`config.mk`:
```
export PLATFORM = sky130hd
export DESIGN_NAME = dlle_ram
export DESIGN_NICKNAME = d
export VERILOG_FILES = /design/src/rtl/core/dlle_ram.sv
export SDC_FILE = /design/constraint.sdc
export NUM_CORES = 1
export LEC_CHECK = 0
export BUFFER_PORTS_ARGS = -buffer_cell sky130_fd_sc_hd__buf_4
export CAP_MARGIN = 40
export CORE_ASPECT_RATIO = 0.9
export CORE_MARGIN = 2
export CORE_UTILIZATION = 40
export CTS_BUF_LIST = sky130_fd_sc_hd__clkbuf_4 sky130_fd_sc_hd__clkbuf_8
export DETAILED_ROUTE_END_ITERATION = 16
export GPL_TIMING_DRIVEN = 0
export MAX_ROUTING_LAYER = met4
export SKIP_LAST_GASP = 1
export SLEW_MARGIN = 20
export SYNTH_ARGS = -nofsm -noshare
export SYNTH_HDL_FRONTEND = slang
export SYNTH_SLANG_ARGS = --single-unit
```
`constraint.sdc`:
```
create_clock -name clk -period 2.4 [get_ports clk]
set_clock_uncertainty 0.15 [all_clocks]
set_input_delay 0.36 -clock clk [delete_from_list [all_inputs] [get_ports clk]]
set_output_delay 0.36 -clock clk [all_outputs]
set_load 0.05 [all_outputs]
```
`src/rtl/core/dlle_ram.sv`:
```
module dlle_ram #(
  parameter int WIDTH = 8,
  parameter int DEPTH = 16
) (
  input  logic                     clk,
  input  logic                     we,
  input  logic [$clog2(DEPTH)-1:0] waddr,
  input  logic [WIDTH-1:0]         wdata,
  input  logic [$clog2(DEPTH)-1:0] raddr,
  output logic [WIDTH-1:0]         rdata
);

  logic [WIDTH-1:0] mem [DEPTH];

  always_ff @(posedge clk) begin
    if (we) begin
      mem[waddr] <= wdata;
    end
    rdata <= mem[raddr];
  end

endmodule

```
# After elaboration in Yosys (flattened, before gate mapping)
# Memory sizes are Yosys's and may differ from the RTL's. A register that Yosys moved wholly into a read port is not among the register bits.
# Cells that the tools add are included.
# totals
reg_bits	0
ram_bits	128
output_inout_bits	8
mem_count	1
# op_classes
muxes	2
# mem_list
memory	depth	word_bits	rd	rd_ports_with_merged_regs	wr	line	source
mem	16	8	1	1	1	13	logic [WIDTH-1:0] mem [DEPTH];
# op_table
operator	count
$mux W1	2

# Longest topological paths before layout
# logic_depth
depth_word	2
ltp_mapped	5
ltp_nobuf	3

# Worst setup path after synthesis
# No wires, ideal clock.
# synth_path
path_kind	input-to-reg
startpoint	input waddr[2]
endpoint	memory mem[0][0] (enable)
setup_time_ns	0.383
t_arrival_ns	1.470
required_ns	1.867
setup_slack_ns	0.397
stages	2
cell_sequence	or3b_2 -> nor3_1
# synth_lines
item	line	source
from (decl)	7	input logic [$clog2(DEPTH)-1:0] waddr,
to (decl)	13	
# No word-level cell before the write port.

# Worst setup path after layout
# layout_path
startpoint	input waddr[2]
endpoint	memory mem[0][1] (enable)
# No word-level cell before the write port.

==> impl_metrics.csv <==
group,metric,value,unit
status,outcome,"finished clean",
timing,rsz0062_at_grt,"no",
power,p_per_area,796,mW/mm²
cts,cts_setup_buffers,0,
worst_setup_path,criticalPathCategory,"primary input to flop",
cts,post_cts_resized,0,
timing,drv_slew,0,
hold_path,hold_path_class,"primary input to flop",
worst_setup_path,cp_max_fo,8,
synth,synth_top_area_share,74.7,%
synth,synth_top_family_by_area,"multiplexers",
detailed_routing,drt_wl_total,10.1,mm
cts,cts_hold_buf,0,
synth,synth-simple-area-share,3.18,%
timing,worst_slack,0.683,ns
cells_and_area,fin_area,0.00595,mm²
cts,cts_num_sinks,136,
power,ir_worst_vdd,0.000483,V
placed_design,place_area,0.00556,mm²
die,die_h,112,µm
power,p_leak,1.96,nW
cts,clock_latency,0.43,ns
detailed_routing,wl_met3,741,µm
timing,tightestPinTransition,0.788,ns
synth,yosysSeqAreaShare,77.8,%
detailed_routing,viasPerCell,5.27,
timing,setup_violations,0,
grt,grtUsageTotal,16.5,%
cells_and_area,drive_gt1_share,30.4,%
synth,synth_nets,247,
detailed_routing,top_layer_used,"met4",
detailed_routing,drtIter0Drc,206,
grt,grt_pass1_vias,2441,
worst_setup_path,cpPeakStageDelay,0.61,ns
die,rows,39,
placed_design,io_buffers,24,
worst_setup_path,crit_required,2.30,ns
detailed_routing,via_count,2389,
detailed_routing,wl_per_cell,22.3,µm
synth,synth-adder-area-share,0,%
cells_and_area,layout.nets,294,
cts,h-tree-depth,4,
synth,ys_ff_latch,136,
timing,hold_violations,0,
worst_setup_path,r2r_slack,0.88,ns
power,p_total,4.74,mW
worst_setup_path,cp_cell_sequence,"buf_4 -> or3b_2 -> nor3_2",
detailed_routing,drtAntennaViolNets,0,
cts,clock-root-buffer,"clkbuf_8",
synth,ys.warnings.count,0,
detailed_routing,remaining_drc_errors,0,
die,die_w,124,µm
grt,antenna_found_initial,0,
worst_setup_path,worst_setup_path_start_kind,"primary input",
detailed_routing,wl_met1,4.46,mm
die,core,0.0126,mm²
cells_and_area,antennaDiodeCount,0,
job,drv_cap,0,
die,io_pins,26,
timing,period_share,71.5,%
synth,synth-compound-area-share,2.33,%
synth,yosysTopAreaCell,"edfxtp_1",
grt,grt_start_max_net_pins,17,
timing,finalCriticalPeriod,1.72,ns
timing,fmax,582,MHz
cts,cts_buffer_depth,2,
worst_setup_path,critPathArrivalTime,1.62,ns
synth,ys_types,19,
die,dieArea,0.0138,mm²
synth,synth_mux_area_share,15.0,%
cts,tritoncts,"built",
detailed_routing,first_pass_iters,4,
synth,synth_area_leaders,"edfxtp_1 75%, mux4_2 7.9%, mux4_1 7.1%, dfxtp_1 3.1%, a22oi_1 2.3%",
synth,synthesis.area,0.00515,mm²
placed_design,place.gp.congestion,0.718,
grt,grt_pass1_wl,15.0,mm
synth,synth_xor_area_share,0,%
cts,clkTransAtPathRegs,0.08,ns
die,start_util,40.7,%
timing,slew_headroom,47.3,%
grt,grt_overflow_total,0,
placed_design,hpwl,6.28,mm
synth,synth_cells,229,
worst_setup_path,slowest_stage,"nor3_2",
detailed_routing,dr_wl_met2,4.80,mm
cells_and_area,area_delta_synth_final,15.6,%
placed_design,dp_slack,0.165,ns
synth,synth.avg_cell_area,22.5,µm²
worst_setup_path,crit_path_end_kind,"flop",
cts,numCtsBuffers,17,
-- cells in the mapped netlist --
| cell | n |
|---|---|
| buf_6 | 3 |
| mux4_1 | 14 |
| mux4_2 | 18 |
| nor2_1 | 13 |
| edfxtp_1 | 128 |
| nor2b_1 | 1 |
| or3b_2 | 1 |
| nand3b_1 | 2 |
| dfxtp_1 | 8 |
| nand2_1 | 9 |
| and2_1 | 1 |
| buf_4 | 1 |
| buf_2 | 3 |
| nor3_1 | 4 |
| a22oi_1 | 16 |
| nand2b_1 | 2 |
| and2b_1 | 1 |
| nand3_1 | 1 |
| clkdlybuf4s25_2 | 3 |
-- critical path, delay by kind of cell --
kind | cells | cell delay (ns)
buffers and inverters | 1 | 0.12
and+or+nand+nor | 2 | 1.14
-- cell usage in the layout, fill, tap and decap left out --
cell type        Yosys  layout
nor2b_1              1       1
nor2_1              13      13
and2_1               1       1
clkinv_2             0       2
buf_4                1      29
clkinvlp_4           0       5
clkdlybuf4s25_2      3       3
and2b_1              1       1
nor3_2               0       4
dfxtp_1              8       8
nand3_1              1       1
nand2_1              9       9
nand2b_1             2       2
edfxtp_1           128     128
bufinv_16            0       2
or3b_2               1       1
buf_2                3       3
mux4_2              18      18
clkbuf_8             0      17
clkinv_1             0       5
a22oi_1             16      16
mux4_1              14      14
buf_6                3       3
inv_6                0       1
nand3b_1             2       2
-- metrics by stage --
stage	utilization, %	cells	TNS (ns)	hold slack, ns
3_3_place_gp	43.8	417	-1.98	0.520
2_1_floorplan	-	229	0	0.309
3_5_place_dp	44.0	418	0	0.528
4_1_cts	46.9	450	0	0.0734
6_report	47.1	453	0	0.0982
5_1_grt	47.1	453	0	0.0757
-- worst paths after layout --
check | startpoint | endpoint | depth (start not counted)
setup reg to reg | mem[10][5]$_DFFE_PP_ | rdata[5]$_DFF_P_ | 3
hold / removal | wdata[5] | mem[8][5]$_DFFE_PP_ | 1
setup / recovery | waddr[2] | mem[0][1]$_DFFE_PP_ | 3
hold reg to reg | mem[3][2]$_DFFE_PP_ | rdata[2]$_DFF_P_ | 3
-- flip-flops by register name, indices dropped and copies added (netlist names) --
name / flops
mem: 128
rdata: 8
-- power breakdown --
group / switching (mW) / internal [mW] / leakage (nW) / total [mW]
sequential: 0.0121 / 2.65 / 1.22 / 2.66
combinational: 0.205 / 0.125 / 0.561 / 0.330
clock: 0.843 / 0.901 / 0.171 / 1.74
-- cells by family (layout without fill, tap and decap cells) --
group           count (synthesis)  in the layout
flops                         136            136
simple gates                   35             35
buf+inv                        10             70
compound gates                 16             16
mux                            32             32
-- layer usage --
metal,GRT usage [%],vias to the layer above
met2,23.0,78
met5,-,-
met4,5.68,0
met3,4.35,13
li1,-,1067
met1,23.6,1231
-- layout make-up --
type	instances	area (µm²)
buffer	10	86.3
clock buffer	17	234
clock inverter	15	135
fill	1045	6690
multi-input combinational	83	1080
sequential	136	4000
tap	164	205
timing repair buffer	28	210
(Power assumes the default switching activity.)
